$ cat config.mk
export PLATFORM = sky130hd
export DESIGN_NAME = serial_line_editor_top
export DESIGN_NICKNAME = d
export VERILOG_FILES = /design/src/rtl/sle_pkg.sv /design/src/rtl/sle_fifo.sv /design/src/rtl/sle_front.sv /design/src/rtl/sle_back.sv /design/src/rtl/serial_line_editor_top.sv
export SDC_FILE = /design/constraint.sdc
export NUM_CORES = 1
export LEC_CHECK = 0
export BUFFER_PORTS_ARGS = -buffer_cell sky130_fd_sc_hd__buf_4
export CORE_AREA = 4 4 203 244
export CTS_BUF_LIST = sky130_fd_sc_hd__clkbuf_4
export DETAILED_ROUTE_END_ITERATION = 12
export DIE_AREA = 0 0 207 248
export PLACE_DENSITY = 0.7
export SYNTH_ARGS = -nofsm -noshare
export SYNTH_HDL_FRONTEND = slang
export SYNTH_SLANG_ARGS = --single-unit
$ cat constraint.sdc
create_clock -name clk -period 5.2 [get_ports clk]
set_input_delay 1.56 -clock clk [delete_from_list [all_inputs] [get_ports clk]]
set_output_delay 1.56 -clock clk [all_outputs]
set_load 0.05 [all_outputs]
$ cat src/rtl/sle_pkg.sv
// shared types and command codes for the serial line editor
// front end, back end and top level use this package; no dependencies
package sle_pkg;

	typedef logic [2:0] op_t;

	localparam op_t OP_NONE   = 3'd0;
	localparam op_t OP_INSERT = 3'd1;
	localparam op_t OP_BS     = 3'd2;
	localparam op_t OP_LEFT   = 3'd3;
	localparam op_t OP_RIGHT  = 3'd4;
	localparam op_t OP_CLEAR  = 3'd5;
	localparam op_t OP_EMIT   = 3'd6;

	// one classified byte as queued between front and back
	typedef struct packed {
		op_t        op;
		logic [7:0] ch;
	} cmd_t;

endpackage

$ cat src/rtl/sle_fifo.sv
// small register queue between the front decoder and the back executor
// generic width and depth, no package dependencies
module sle_fifo #(
	parameter int WIDTH = 11,
	parameter int DEPTH = 4
) (
	input  logic             clk,
	input  logic             arst_n,
	input  logic             in_valid,
	output logic             in_ready,
	input  logic [WIDTH-1:0] in_data,
	output logic             out_valid,
	input  logic             out_ready,
	output logic [WIDTH-1:0] out_data
);

	localparam int AW   = (DEPTH > 1) ? $clog2(DEPTH) : 1;
	localparam int CNTW = $clog2(DEPTH + 1);

	logic [WIDTH-1:0] mem_q [DEPTH];
	logic [AW-1:0]    wr_ptr_q;
	logic [AW-1:0]    rd_ptr_q;
	logic [CNTW-1:0]  count_q;
	logic             push;
	logic             pop;

	assign in_ready  = (count_q != CNTW'(DEPTH));
	assign out_valid = (count_q != '0);
	assign out_data  = mem_q[rd_ptr_q];
	assign push      = in_valid && in_ready;
	assign pop       = out_valid && out_ready;

	always_ff @(posedge clk) begin
		if (push) begin
			mem_q[wr_ptr_q] <= in_data;
		end
	end

	always_ff @(posedge clk or negedge arst_n) begin
		if (!arst_n) begin
			wr_ptr_q <= '0;
			rd_ptr_q <= '0;
			count_q  <= '0;
		end else begin
			if (push) begin
				wr_ptr_q <= (wr_ptr_q == AW'(DEPTH - 1)) ? '0 : wr_ptr_q + AW'(1);
			end
			if (pop) begin
				rd_ptr_q <= (rd_ptr_q == AW'(DEPTH - 1)) ? '0 : rd_ptr_q + AW'(1);
			end
			if (push && !pop) begin
				count_q <= count_q + CNTW'(1);
			end else if (pop && !push) begin
				count_q <= count_q - CNTW'(1);
			end
		end
	end

`ifndef ASSERT_OFF
	a_count_bound: assert property (@(posedge clk) disable iff (!arst_n)
		count_q <= CNTW'(DEPTH))
		else $error("queue count beyond depth");
	a_count_up: assert property (@(posedge clk) disable iff (!arst_n)
		(push && !pop) |=> (count_q == $past(count_q) + CNTW'(1)))
		else $error("queue count did not grow on push");
	a_count_down: assert property (@(posedge clk) disable iff (!arst_n)
		(pop && !push) |=> (count_q == $past(count_q) - CNTW'(1)))
		else $error("queue count did not shrink on pop");
`endif

endmodule

$ cat src/rtl/sle_front.sv
// front end: accepts terminal bytes, tracks escape sequences, classifies into commands
// uses sle_pkg for command codes and the queue entry type
module sle_front (
	input  logic          clk,
	input  logic          arst_n,
	input  logic          s_tvalid,
	output logic          s_tready,
	input  logic [7:0]    s_tdata,
	output logic          cmd_valid,
	input  logic          cmd_ready,
	output sle_pkg::cmd_t cmd
);
	import sle_pkg::*;

	localparam logic [7:0]  BYTE_CTRL_A = 8'd1;
	localparam logic [7:0]  BYTE_BS     = 8'd8;
	localparam logic [7:0]  BYTE_LF     = 8'd10;
	localparam logic [7:0]  BYTE_CR     = 8'd13;
	localparam logic [7:0]  BYTE_ESC    = 8'd27;
	localparam logic [7:0]  BYTE_DEL    = 8'd127;
	localparam logic [23:0] CODE_LEFT   = 24'h1B5B44;
	localparam logic [23:0] CODE_RIGHT  = 24'h1B5B43;

	localparam logic [1:0] PH_IDLE  = 2'd0;
	localparam logic [1:0] PH_ESC   = 2'd1;
	localparam logic [1:0] PH_FINAL = 2'd2;

	logic [1:0]  phase_q;
	logic [1:0]  phase_d;
	logic [15:0] pend_q;
	logic [15:0] pend_d;
	logic        take;

	assign s_tready  = cmd_ready;
	assign cmd_valid = s_tvalid;
	assign take      = s_tvalid && cmd_ready;

	always_comb begin
		phase_d = phase_q;
		pend_d  = pend_q;
		cmd.op  = OP_NONE;
		cmd.ch  = s_tdata;
		case (phase_q)
			PH_ESC: begin
				pend_d  = {pend_q[15:8], s_tdata};
				phase_d = PH_FINAL;
			end
			PH_FINAL: begin
				phase_d = PH_IDLE;
				pend_d  = '0;
				if ({pend_q, s_tdata} == CODE_LEFT) begin
					cmd.op = OP_LEFT;
				end else if ({pend_q, s_tdata} == CODE_RIGHT) begin
					cmd.op = OP_RIGHT;
				end
			end
			default: begin
				// idle, and the unused phase code behaves as idle
				phase_d = PH_IDLE;
				if (s_tdata == BYTE_ESC) begin
					pend_d  = {BYTE_ESC, 8'h00};
					phase_d = PH_ESC;
				end else if (s_tdata == BYTE_BS) begin
					cmd.op = OP_BS;
				end else if (s_tdata == BYTE_LF) begin
					cmd.op = OP_NONE;
				end else if (s_tdata == BYTE_CR) begin
					cmd.op = OP_EMIT;
				end else if (s_tdata == BYTE_CTRL_A) begin
					cmd.op = OP_CLEAR;
				end else if (s_tdata >= BYTE_DEL) begin
					// high byte swallows the next one
					pend_d  = {8'h00, s_tdata};
					phase_d = PH_FINAL;
				end else begin
					cmd.op = OP_INSERT;
				end
			end
		endcase
	end

	always_ff @(posedge clk or negedge arst_n) begin
		if (!arst_n) begin
			phase_q <= PH_IDLE;
			pend_q  <= '0;
		end else if (take) begin
			phase_q <= phase_d;
			pend_q  <= pend_d;
		end
	end

endmodule

$ cat src/rtl/sle_back.sv
// back end: line cell row, cursor, edit execution and result output register
// uses sle_pkg for command codes; line emission runs as a per-character sequence
module sle_back #(
	parameter int  LINE_LEN = 32,
	localparam int CW       = $clog2(LINE_LEN),
	localparam int LW       = $clog2(LINE_LEN + 1)
) (
	input  logic          clk,
	input  logic          arst_n,
	input  logic          cmd_valid,
	output logic          cmd_ready,
	input  sle_pkg::cmd_t cmd,
	output logic          m_tvalid,
	input  logic          m_tready,
	output logic          kind,
	output logic [7:0]    char_out,
	output logic [CW-1:0] cursor_pos,
	output logic [LW-1:0] line_length,
	output logic          changed,
	output logic          last
);
	import sle_pkg::*;

	localparam logic [1:0] ST_IDLE = 2'd0;
	localparam logic [1:0] ST_RESP = 2'd1;
	localparam logic [1:0] ST_EMIT = 2'd2;

	// log-depth prefix and, bit j is the and of bits 0..j
	function automatic logic [LINE_LEN-1:0] prefix_and(input logic [LINE_LEN-1:0] v);
		logic [LINE_LEN-1:0] p;
		p = v;
		for (int s = 1; s < LINE_LEN; s = s * 2) begin
			for (int j = LINE_LEN - 1; j >= s; j--) begin
				p[j] = p[j] & p[j - s];
			end
		end
		return p;
	endfunction

	logic [7:0]          cells_q [LINE_LEN];
	logic [7:0]          cells_d [LINE_LEN];
	logic [CW-1:0]       cursor_q;
	logic [CW-1:0]       cursor_d;
	logic [1:0]          st_q;
	logic [1:0]          st_d;
	logic                pchg_q;
	logic                pchg_d;
	logic [LW-1:0]       n_q;
	logic [LW-1:0]       n_d;
	logic [LW-1:0]       cnt_q;
	logic [LW-1:0]       cnt_d;
	logic                m_tvalid_q;
	logic                kind_q;
	logic [7:0]          char_q;
	logic [CW-1:0]       curpos_q;
	logic [LW-1:0]       len_q;
	logic                chg_q;
	logic                last_q;

	logic [LINE_LEN-1:0] nz;
	logic [LINE_LEN-1:0] pall;
	logic [LINE_LEN-1:0] gate;
	logic [LINE_LEN-1:0] pbs;
	logic [LINE_LEN-1:0] run;
	logic [LW-1:0]       len_w;
	logic [CW-1:0]       cm1;
	logic                right_ok;
	logic                out_free;
	logic                ld_resp;
	logic                ld_emit;
	logic                emit_last;
	logic                pop;

	assign out_free  = !m_tvalid_q || m_tready;
	assign cmd_ready = (st_q == ST_IDLE);
	assign pop       = cmd_valid && cmd_ready;
	assign cm1       = cursor_q - CW'(1);
	assign emit_last = (cnt_q == n_q - LW'(1));

	// nonzero map, line length and backspace shift span
	always_comb begin
		for (int j = 0; j < LINE_LEN; j++) begin
			nz[j]   = (cells_q[j] != 8'h00);
			gate[j] = (CW'(j) < cm1) || nz[j];
		end
		pall  = prefix_and(nz);
		pbs   = prefix_and(gate);
		len_w = '0;
		if (pall[LINE_LEN-1]) begin
			len_w = LW'(LINE_LEN);
		end else begin
			if (!nz[0]) begin
				len_w = '0;
			end
			for (int j = 1; j < LINE_LEN; j++) begin
				if (pall[j-1] && !nz[j]) begin
					len_w = len_w | LW'(j);
				end
			end
		end
		for (int j = 0; j < LINE_LEN; j++) begin
			run[j] = (CW'(j) >= cm1) && pbs[j];
		end
	end

	assign right_ok = (cursor_q < CW'(LINE_LEN - 2)) && nz[cursor_q + CW'(1)];

	always_comb begin
		cells_d  = cells_q;
		cursor_d = cursor_q;
		st_d     = st_q;
		pchg_d   = pchg_q;
		n_d      = n_q;
		cnt_d    = cnt_q;
		ld_resp  = 1'b0;
		ld_emit  = 1'b0;
		case (st_q)
			ST_IDLE: begin
				if (pop) begin
					st_d   = ST_RESP;
					pchg_d = 1'b0;
					case (cmd.op)
						OP_INSERT: begin
							cells_d[0] = (cursor_q == '0) ? cmd.ch : cells_q[0];
							for (int j = 1; j < LINE_LEN; j++) begin
								if (CW'(j) == cursor_q) begin
									cells_d[j] = cmd.ch;
								end else if (CW'(j) > cursor_q) begin
									cells_d[j] = cells_q[j-1];
								end
							end
							if (cursor_q < CW'(LINE_LEN - 1)) begin
								cursor_d = cursor_q + CW'(1);
							end
							pchg_d = 1'b1;
						end
						OP_BS: begin
							if (cursor_q != '0) begin
								cursor_d = cm1;
								pchg_d   = 1'b1;
								for (int j = 0; j < LINE_LEN - 1; j++) begin
									if (run[j]) begin
										cells_d[j] = cells_q[j+1];
									end
								end
								if (run[LINE_LEN-2]) begin
									cells_d[LINE_LEN-1] = 8'h00;
								end
							end
						end
						OP_LEFT: begin
							if (cursor_q != '0) begin
								cursor_d = cm1;
								pchg_d   = 1'b1;
							end
						end
						OP_RIGHT: begin
							if (right_ok) begin
								cursor_d = cursor_q + CW'(1);
								pchg_d   = 1'b1;
							end
						end
						OP_CLEAR: begin
							for (int j = 0; j < LINE_LEN; j++) begin
								cells_d[j] = 8'h00;
							end
							cursor_d = '0;
							pchg_d   = 1'b1;
						end
						OP_EMIT: begin
							cursor_d = '0;
							if (len_w == '0) begin
								// empty line: clear, no result
								for (int j = 0; j < LINE_LEN; j++) begin
									cells_d[j] = 8'h00;
								end
								st_d = ST_IDLE;
							end else begin
								n_d   = len_w;
								cnt_d = '0;
								st_d  = ST_EMIT;
							end
						end
						default: begin
							pchg_d = 1'b0;
						end
					endcase
				end
			end
			ST_RESP: begin
				if (out_free) begin
					ld_resp = 1'b1;
					st_d    = ST_IDLE;
				end
			end
			ST_EMIT: begin
				if (out_free) begin
					ld_emit = 1'b1;
					cnt_d   = cnt_q + LW'(1);
					if (emit_last) begin
						for (int j = 0; j < LINE_LEN; j++) begin
							cells_d[j] = 8'h00;
						end
						st_d = ST_IDLE;
					end else begin
						for (int j = 0; j < LINE_LEN - 1; j++) begin
							cells_d[j] = cells_q[j+1];
						end
						cells_d[LINE_LEN-1] = 8'h00;
					end
				end
			end
			default: begin
				st_d = ST_IDLE;
			end
		endcase
	end

	always_ff @(posedge clk or negedge arst_n) begin
		if (!arst_n) begin
			for (int j = 0; j < LINE_LEN; j++) begin
				cells_q[j] <= 8'h00;
			end
			cursor_q   <= '0;
			st_q       <= ST_IDLE;
			pchg_q     <= 1'b0;
			n_q        <= '0;
			cnt_q      <= '0;
			m_tvalid_q <= 1'b0;
		end else begin
			cells_q  <= cells_d;
			cursor_q <= cursor_d;
			st_q     <= st_d;
			pchg_q   <= pchg_d;
			n_q      <= n_d;
			cnt_q    <= cnt_d;
			if (ld_resp || ld_emit) begin
				m_tvalid_q <= 1'b1;
			end else if (m_tready) begin
				m_tvalid_q <= 1'b0;
			end
		end
	end

	always_ff @(posedge clk) begin
		if (ld_resp) begin
			kind_q   <= 1'b0;
			char_q   <= 8'h00;
			curpos_q <= cursor_q;
			len_q    <= len_w;
			chg_q    <= pchg_q;
			last_q   <= 1'b1;
		end else if (ld_emit) begin
			kind_q   <= 1'b1;
			char_q   <= cells_q[0];
			curpos_q <= '0;
			len_q    <= '0;
			chg_q    <= 1'b1;
			last_q   <= emit_last;
		end
	end

	assign m_tvalid    = m_tvalid_q;
	assign kind        = kind_q;
	assign char_out    = char_q;
	assign cursor_pos  = curpos_q;
	assign line_length = len_q;
	assign changed     = chg_q;
	assign last        = last_q;

`ifndef ASSERT_OFF
	a_cursor_cap: assert property (@(posedge clk) disable iff (!arst_n)
		cursor_q <= CW'(LINE_LEN - 1))
		else $error("cursor beyond last cell");
	a_emit_cleared: assert property (@(posedge clk) disable iff (!arst_n)
		(m_tvalid_q && kind_q) |-> (curpos_q == '0 && len_q == '0 && chg_q))
		else $error("line character result without cleared state");
	a_status_last: assert property (@(posedge clk) disable iff (!arst_n)
		(m_tvalid_q && !kind_q) |-> last_q)
		else $error("status result not marked last");
	a_emit_count: assert property (@(posedge clk) disable iff (!arst_n)
		(st_q == ST_EMIT) |-> (n_q != '0 && cnt_q < n_q && cursor_q == '0))
		else $error("emission counter out of range");
`endif

endmodule

$ cat src/rtl/serial_line_editor_top.sv
// serial line editor top level: byte decoder, command queue and line executor
// depends on sle_pkg, sle_front, sle_fifo and sle_back
//
//  channel  | direction | signals                           | payload
//  ---------+-----------+-----------------------------------+---------------------------------
//  s_*      | in        | s_tvalid s_tready s_tdata         | terminal byte
//  m_*      | out       | m_tvalid m_tready m_tdata m_tuser | status or line character result
//           |           | m_tlast                           | final result of one input byte
//
// flow: an input byte is taken whenever the command queue has room;
// the back end applies an edit byte, then loads the result register once it is free,
// and on a carriage return with an n character line loads one result per character
// reset: line cells all zero, cursor at zero, escape decoder idle, queue empty
// stalls: m_tready low holds the result register; the queue of QUEUE_DEPTH commands
// keeps s_tready high meanwhile until it fills
module serial_line_editor_top #(
	parameter int  LINE_LEN    = 32,
	parameter int  QUEUE_DEPTH = 4,
	localparam int CW          = $clog2(LINE_LEN),
	localparam int LW          = $clog2(LINE_LEN + 1),
	localparam int RAW_W       = 8 + CW + LW + 1,
	localparam int DATA_W      = ((RAW_W + 7) / 8) * 8
) (
	input  logic              clk,
	input  logic              arst_n,
	input  logic              s_tvalid,
	output logic              s_tready,
	input  logic [7:0]        s_tdata,   // byte_in
	output logic              m_tvalid,
	input  logic              m_tready,
	output logic [DATA_W-1:0] m_tdata,   // char_out, cursor_pos, line_length, changed, zero pad
	output logic              m_tuser,   // kind
	output logic              m_tlast
);
	import sle_pkg::*;

	// classified command from the decoder into the queue
	cmd_t          fr_cmd;
	logic          fr_valid;
	logic          fr_ready;
	// queue head into the executor
	cmd_t          bk_cmd;
	logic          bk_valid;
	logic          bk_ready;

	// result fields from the executor's output register
	logic [7:0]    res_char;
	logic [CW-1:0] res_cursor;
	logic [LW-1:0] res_len;
	logic          res_chg;

	sle_front u_front (
		.clk       (clk),
		.arst_n    (arst_n),
		.s_tvalid  (s_tvalid),
		.s_tready  (s_tready),
		.s_tdata   (s_tdata),
		.cmd_valid (fr_valid),
		.cmd_ready (fr_ready),
		.cmd       (fr_cmd)
	);

	sle_fifo #(
		.WIDTH ($bits(cmd_t)),
		.DEPTH (QUEUE_DEPTH)
	) u_queue (
		.clk       (clk),
		.arst_n    (arst_n),
		.in_valid  (fr_valid),
		.in_ready  (fr_ready),
		.in_data   (fr_cmd),
		.out_valid (bk_valid),
		.out_ready (bk_ready),
		.out_data  (bk_cmd)
	);

	sle_back #(
		.LINE_LEN (LINE_LEN)
	) u_back (
		.clk         (clk),
		.arst_n      (arst_n),
		.cmd_valid   (bk_valid),
		.cmd_ready   (bk_ready),
		.cmd         (bk_cmd),
		.m_tvalid    (m_tvalid),
		.m_tready    (m_tready),
		.kind        (m_tuser),
		.char_out    (res_char),
		.cursor_pos  (res_cursor),
		.line_length (res_len),
		.changed     (res_chg),
		.last        (m_tlast)
	);

	// pack from the lowest bit up, zero filled to whole bytes
	assign m_tdata = DATA_W'({res_chg, res_len, res_cursor, res_char});

endmodule

==> results of run 1 <==
through the flow:
step           worst slack (ps)  cell area, um^2  cells  hold WS, ps  utilization, %
2_1_floorplan              1345            23310   2483        441.3               -
6_report                  819.3            25310   3193        478.3           53.82
4_1_cts                   835.7            25300   3190        481.2           53.80
3_3_place_gp              954.5            24080   3023        460.2           51.20
3_5_place_dp              934.4            24080   3023        462.6           51.20
5_1_grt                   495.5            25310   3193        500.6           53.82
synth_stat cells, drive strengths merged, types with 10 or more instances:
cell     instances  area, um^2
nor3            29       170.2
mux2i          235        2352
and3            37       231.5
a21oi          111       608.1
o21ai          288        1449
ha              21       262.8
dfxtp           10       200.2
nand2b          12       75.07
clkbuf         109       409.1
o211ai          20       173.9
nor2b           10       62.56
edfxtp          56        1682
inv             21       78.82
nor2           142       535.5
nand2          339        1272
a221o           11       110.1
nand4           18       112.6
buf             54       289.0
or4             11       93.84
o2bb2ai         32       280.3
a211oi          15       127.6
and2            23       143.9
a221oi          21       231.5
nand3          104       520.5
mux2           198        2230
mux4            11       247.7
nor4            68       425.4
or2             10       62.56
a22o            12       105.1
a31oi           10       62.56
dfrtp          295        7382
xnor2           13       113.9
a22oi           13       97.59
cells by family (layout without fill, tap and decap cells):
logic type	after synthesis	in the layout	share of synthesized area, %
AO/OA/AOI/OAI	618	618	17.27
XOR/XNOR	22	22	0.8269
adder cells (fa/ha/maj)	22	22	1.213
buffers and inverters	185	269	3.350
flip-flops	361	361	39.76
multiplexers	444	444	20.73
other	1	7	0.01609
AND/OR/NAND/NOR	827	827	16.84
tightest hold or removal path: stages (launching register included):
cell and delay, ps:
dfrtp_1 330, nand2_1 40, o21ai_0 60
flip-flops by register name (all words and copies together), names as in the netlist:
name and count:
u_back.n_q 6, u_back.changed 1, u_back.st_q 2, u_back.last 1, u_queue.mem_q 44, u_back.cells_q 256, u_front.phase_q 2, u_back.char_out 8
u_queue.count_q 3, u_back.cnt_q 6, u_back.m_tvalid 1, u_queue.wr_ptr_q 2, u_back.line_length 6, u_back.pchg_q 1, u_back.kind 1, u_queue.rd_ptr_q 2
u_back.cursor_q 5, u_back.cursor_pos 5, u_front.pend_q 9
cell type report:
class / count / area [um^2] / area share, %
Multi-Input combinational cell: 1937 / 13290 / 52.52
Sequential cell: 361 / 9265 / 36.61
Clock buffer: 143 / 1074 / 4.242
Tap cell: 623 / 779.5 / 3.080
Timing Repair Buffer: 80 / 658.1 / 2.600
Clock inverter: 24 / 150.1 / 0.5932
Inverter: 22 / 82.58 / 0.3263
Antenna cell: 3 / 7.507 / 0.02966
metal layers:
layer / GRT usage [%] / up-vias
met1: 36.48 / 10173
met3: 6.043 / 218
met2: 46.69 / 903
li1: - / 9349
met5: 0 / -
met4: 14.51 / 0
final timing paths:
check                                                  to  slack (ps)                       startpoint  depth (start not counted)
setup / recovery           u_back.cells_q[54]$_DFFE_PN0P_         820  u_queue.rd_ptr_q[0]$_DFFE_PN0P_                         10
hold / removal              u_front.pend_q[1]$_DFFE_PN0P_         480    u_front.pend_q[1]$_DFFE_PN0P_                          2
setup reg to reg           u_back.cells_q[54]$_DFFE_PN0P_         820  u_queue.rd_ptr_q[0]$_DFFE_PN0P_                         10
hold reg to reg             u_front.pend_q[1]$_DFFE_PN0P_         480    u_front.pend_q[1]$_DFFE_PN0P_                          2
max in group asynchronous  u_back.cells_q[96]$_DFFE_PN0P_        3460                           arst_n                          2
min in group asynchronous  u_back.cells_q[19]$_DFFE_PN0P_         720                           arst_n                          1
==> summary.txt, run 1 <==
DP HPWL: 52370 um
# clock sinks: 361
CTS Buffer Depth: 3
Vias in the first global route: 20639
CTS Hold Bufs: 0
Clock slew at reported path FFs: 70 ps
CTS tree: built
Post-layout nets: 2532
Arrival time worst endpoint: 5100 ps
Gr ovfl total: 0
Outcome: completed
WL per Instance: 23.56 um
Setup violators final: 0
Root Driver: clkbuf_4
Largest net degree at the start of global routing: 125
Area grow syn2layout: 8.613%
Critical path's largest stage delay: 920 ps
Cell family with most CP delay: simple AND/OR/NAND/NOR gates
Crit-path max FO: 36
Yosys cell types: 101
Highest Signal Layer: met4
Vias: 20643
Fin. Hold Viols: 0
Max Cap Viol: 0
Layout filler cell count: 4324
WL met3: 5304 um
Post-CTS setup buffer count: 0
Critical path's slowest cell: and2_2
Chip height: 248 um
Overall global routing resource usage: 28.67%
Post-synthesis sequential area ratio: 39.76%
First-pass GRT wire length: 119200 um
Ys async rst share: 81.72%
Drt initial violations: 2231
DRC violations left: 0
Worst-Skew Late Latency: 890 ps
HP Class: flop to flop
CP Data Required Time: 5920 ps
Most used cell, CP: buf_4
RSZ-0062 raised after global routing: no
Final worst path period need: 4381 ps
Crit-path cells: buf_4 -> mux4_2 -> inv_1 -> ha_1 -> nor2b_1 -> and2_2 -> buf_4 -> nor2_1 -> a221oi_1 -> nand3_1
IO Port Bufs: 35
Clock Skews: 66.86 ps
Measured slew at the worst slew-check pin: 1253 ps
Dominant synthesized flop cell: dfrtp_1
Register bit total from synthesis: 361
Clock buffer count from CTS: 96
Std cell rows: 87
Die width: 207 um
Rel. slew slack: 15.89%
WL met1: 30900 um
Synth warn: 0
Syn_area_per_cell: 9.396 um^2
Most frequent cells in the layout: nand2_1 (338), dfrtp_1 (294), o21ai_0 (274), mux2i_1 (235), mux2_2 (193)
Setup TNS: 0 ps
Fmax: 0.2283 GHz
Starting Density: 49.55%
I/O pins: 40
Layout cell share with drive strength beyond 1: 19.17%
Gpl congestion: 1.039
Die ar.: 0.05134 mm^2
Antenna-violating nets left: 0
Post-synth EDFFs: 56
Wirelength, routed: 75210 um
Crit share post-route: 84.24%
Commonest non-fill, non-tap cell in the layout: nand2_1
Crit path buffers/inverters: 3
Slew Limit Fails: 0
PostCTS Resize Cnt: 0
Cell area after synthesis: 0.02330 mm^2
Antenna violations before repair: 2
Critical path endpoint category: flop
CP Class: flop to flop
Core box area: 0.04703 mm^2
Syn Inst Count: 2480
CP startpoint kind: flop
H-tree depth: 3
Avg Vias per Cell: 6.465
First-pass DRT Iterations: 5
Met2 wire len: 35360 um
Power of run 1 is not shown: default switching activity piles up to over one toggle a cycle in this logic, so the estimate is an artifact.
==> run 2, diff against run 1 <==
- ABC_AREA: not set -> 1
- CORE_AREA: 4 4 203 244 -> 4 4 210 253
- DIE_AREA: 0 0 207 248 -> 0 0 214 257
- clock period: 5.2 -> 4.2 ns (I/O delays scaled with it)
==> run 2 against run 1 <==
Utilization down 0.063 points. Flip-flop and latch count did not move. Clock skew rose by 8.0 ps. Highest routed layer is now met5.
==> summary.txt, run 2 <==
Commonest non-fill, non-tap cell in the layout: nand2_1 (unchanged)
Most frequent cells in the layout: nand2_1 (1499), o21ai_0 (506), inv_1 (372), dfrtp_1 (295), nor2_1 (257) (was nand2_1 (338), dfrtp_1 (294), o21ai_0 (274), mux2i_1 (235), mux2_2 (193))
Wirelength, routed: 89820 um (was 75210 um)
Max Cap Viol: 0 (unchanged)
Post-place setup slack: 435.3 ps (was 934.4 ps)
Yosys cell types: 61 (was 101)
Share of the synthesized area in the top cell type: 29.35% (was 31.68%)
Die ar.: 0.05500 mm^2 (was 0.05134 mm^2)
Crit share post-route: 92.19% (was 84.24%)
Max reg flops: 256 (unchanged)
Arrival time worst endpoint: 4640 ps (was 5100 ps)
CTS Buffer Depth: 3 (unchanged)
Layout cell share with drive strength beyond 1: 8.757% (was 19.17%)
Antenna violations before repair: 2 (unchanged)
Gpl congestion: 1.049 (was 1.039)
Largest net degree at the start of global routing: 81 (was 125)
Root Driver: clkbuf_4 (unchanged)
IO Port Bufs: 35 (unchanged)
Chip height: 257 um (was 248 um)
CP Class: flop to flop (unchanged)
Core box area: 0.05090 mm^2 (was 0.04703 mm^2)
First-pass GRT wire length: 141000 um (was 119200 um)
Cell taking the most area after synthesis: dfrtp_1 (unchanged)
Antenna-violating nets left: 0 (unchanged)
Std cell rows: 91 (was 87)
First-pass DRT Iterations: 6 (was 5)
CP startpoint: u_queue.rd_ptr_q[0]$_DFFE_PN0P_ (unchanged)
Post-route worst setup slack: 327.9 ps (was 819.3 ps)
Post-synthesis sequential area ratio: 36.83% (was 39.76%)
Fin. Hold Viols: 0 (unchanged)
Die width: 214 um (was 207 um)
DRC violations left: 0 (unchanged)
Post-layout nets: 3946 (was 2532)
Overall global routing resource usage: 32.10% (was 28.67%)
Drt initial violations: 2697 (was 2231)
Rel. slew slack: 27.20% (was 15.89%)
Critical path endpoint category: flop (unchanged)
CP Data Required Time: 4970 ps (was 5920 ps)
RSZ-0062 raised after global routing: no (unchanged)
Fmax: 0.2583 GHz (was 0.2283 GHz)
R2R Path Start: u_queue.rd_ptr_q[0]$_DFFE_PN0P_ (unchanged)
Largest registers: u_back.cells_q (256), u_queue.mem_q (44), u_front.pend_q (9) (unchanged)
WL per Instance: 19.32 um (was 23.56 um)
CTS Hold Bufs: 0 (unchanged)
Post-synth EDFFs: 56 (unchanged)
Multi-input gate area: 0.01359 mm^2 (was 0.01329 mm^2)
Setup violators final: 0 (unchanged)
# clock sinks: 361 (unchanged)
Clock Skews: 74.85 ps (was 66.86 ps)
Crit-path max FO: 59 (was 36)
Area grow syn2layout: 8.775% (was 8.613%)
I/O pins: 40 (unchanged)
Setup TNS: 0 ps (unchanged)
Dominant synthesized flop cell: dfrtp_1 (unchanged)
Gr ovfl total: 0 (unchanged)
Syn Inst Count: 3893 (was 2480)
PostCTS Resize Cnt: 0 (unchanged)
Synth warn: 0 (unchanged)
Layout filler cell count: 5241 (was 4324)
Outcome: completed (unchanged)
Clock slew at reported path FFs: 70 ps (about the same)
Post-CTS setup buffer count: 0 (unchanged)
Most numerous cell in the Yosys netlist: nand2_1 (unchanged)
Vias in the first global route: 24946 (was 20639)
Cell area after synthesis: 0.02515 mm^2 (was 0.02330 mm^2)
Starting Density: 49.42% (was 49.55%)
Register area: 0.009264 mm^2 (was 0.009265 mm^2)
Worst-Skew Late Latency: 910 ps (was 890 ps)
Vias: 26406 (was 20643)
Slew Limit Fails: 0 (unchanged)
Clock buffer count from CTS: 99 (was 96)
Syn_area_per_cell: 6.461 um^2 (was 9.396 um^2)
Register bit total from synthesis: 361 (unchanged)
Most flop-heavy register: u_back.cells_q (unchanged)
CP startpoint kind: flop (unchanged)
Top cells by area, synth: dfrtp_1 (29%), nand2_1 (22%), o21ai_0 (10%) (was dfrtp_1 (32%), mux2i_1 (10%), mux2_2 (9.4%))
H-tree depth: 3 (unchanged)
List of most frequent post-synthesis cells: nand2_1 (1500), o21ai_0 (506), inv_1 (372), dfrtp_1 (295), nor2_1 (258) (was nand2_1 (339), dfrtp_1 (295), o21ai_0 (274), mux2i_1 (235), mux2_2 (194))
Measured slew at the worst slew-check pin: 1087 ps (was 1253 ps)
Ys async rst share: 81.72% (unchanged)
DP HPWL: 64780 um (was 52370 um)
Final worst path period need: 3872 ps (was 4381 ps)
CTS tree: built (unchanged)
Avg Vias per Cell: 5.680 (was 6.465)
HP Class: primary input to async pin (was flop to flop)
run 2: cell count changes in the layout (fill, tap and decap cells not counted), moves of 30 or more:
cell / before / now
mux2_2: 193 / 1
nand2_1: 338 / 1499
o21ai_0: 274 / 506
nor4_1: 68 / 4
inv_1: 20 / 372
nand3_1: 104 / 191
o2bb2ai_1: 32 / 0
and3_1: 37 / 2
nor2_1: 141 / 257
mux2i_1: 235 / 0
nand4_1: 18 / 165
o21ai_1: 12 / 42
a21oi_1: 105 / 56
run 2: worst paths after layout:
check / cells after the start / to / slack [ps]
setup / recovery: 14 / u_back.cells_q[223]$_DFFE_PN0P_ / 330
hold / removal: 1 / u_back.cnt_q[0]$_DFFE_PN0P_ / 360
setup reg to reg: 14 / u_back.cells_q[223]$_DFFE_PN0P_ / 330
hold reg to reg: 2 / u_back.cells_q[91]$_DFFE_PN0P_ / 470
max in group asynchronous: 2 / u_back.cells_q[45]$_DFFE_PN0P_ / 2960
min in group clk: 2 / u_back.cells_q[91]$_DFFE_PN0P_ / 470
run 2: logic make-up (layout without fill, tap and decap cells):
logic type | after synthesis | in the layout | share of synthesized area, %
adders and majority gates | 22 | 22 | 1.124
muxes | 1 | 1 | 0.04477
AOI/OAI and AO/OA | 695 | 695 | 14.99
DFF | 361 | 361 | 36.83
xor gates and xnor gates | 11 | 11 | 0.3830
and+or+nand+nor | 2218 | 2218 | 37.35
buffers and inverters | 584 | 685 | 9.267
other | 1 | 5 | 0.01491
run 2: through the flow:
stage | instance area, um^2 | hold slack (ps) | cells | util [%]
floorplan | 25160 | 441.4 | 3896 | -
global placement | 26020 | 444.6 | 4462 | 51.13
detailed placement | 26020 | 458.4 | 4462 | 51.13
CTS | 27360 | 332.7 | 4648 | 53.75
global route | 27360 | 394.6 | 4649 | 53.76
finish | 27360 | 360.5 | 4649 | 53.76
run 2: worst max-delay path, stage by stage (launching register included):
cell and delay [ps]:
dfrtp_1 450, buf_4 210, a21oi_1 80, a32oi_1 340
inv_1 120, ha_1 250, clkinv_1 160, nor2_4 110
inv_4 200, nor2_8 70, a21oi_4 140, buf_4 700
nand3_1 590, nor2_1 230, a21oi_1 60
run 2: layout make-up:
type                            count  share of cell area (%)
Multi-Input combinational cell   2951                   49.66
Sequential cell                   361                   33.86
Inverter                          394                   5.433
Clock buffer                      138                   3.787
Timing Repair Buffer              105                   3.183
Tap cell                          651                   2.977
Clock inverter                     48                   1.093
Antenna cell                        1                0.009146
run 2: per-layer routing:
| metal | share of wire [%] | up-vias | track usage (%) |
|---|---|---|---|
| li1 | - | 12769 | - |
| met3 | 8.1 | 280 | 4.831 |
| met2 | 46 | 1195 | 52.07 |
| met4 | 5.5 | 2 | 16.29 |
| met5 | 0.019 | - | 0 |
| met1 | 41 | 12160 | 42.04 |
Power of run 2 is left out for the same reason.
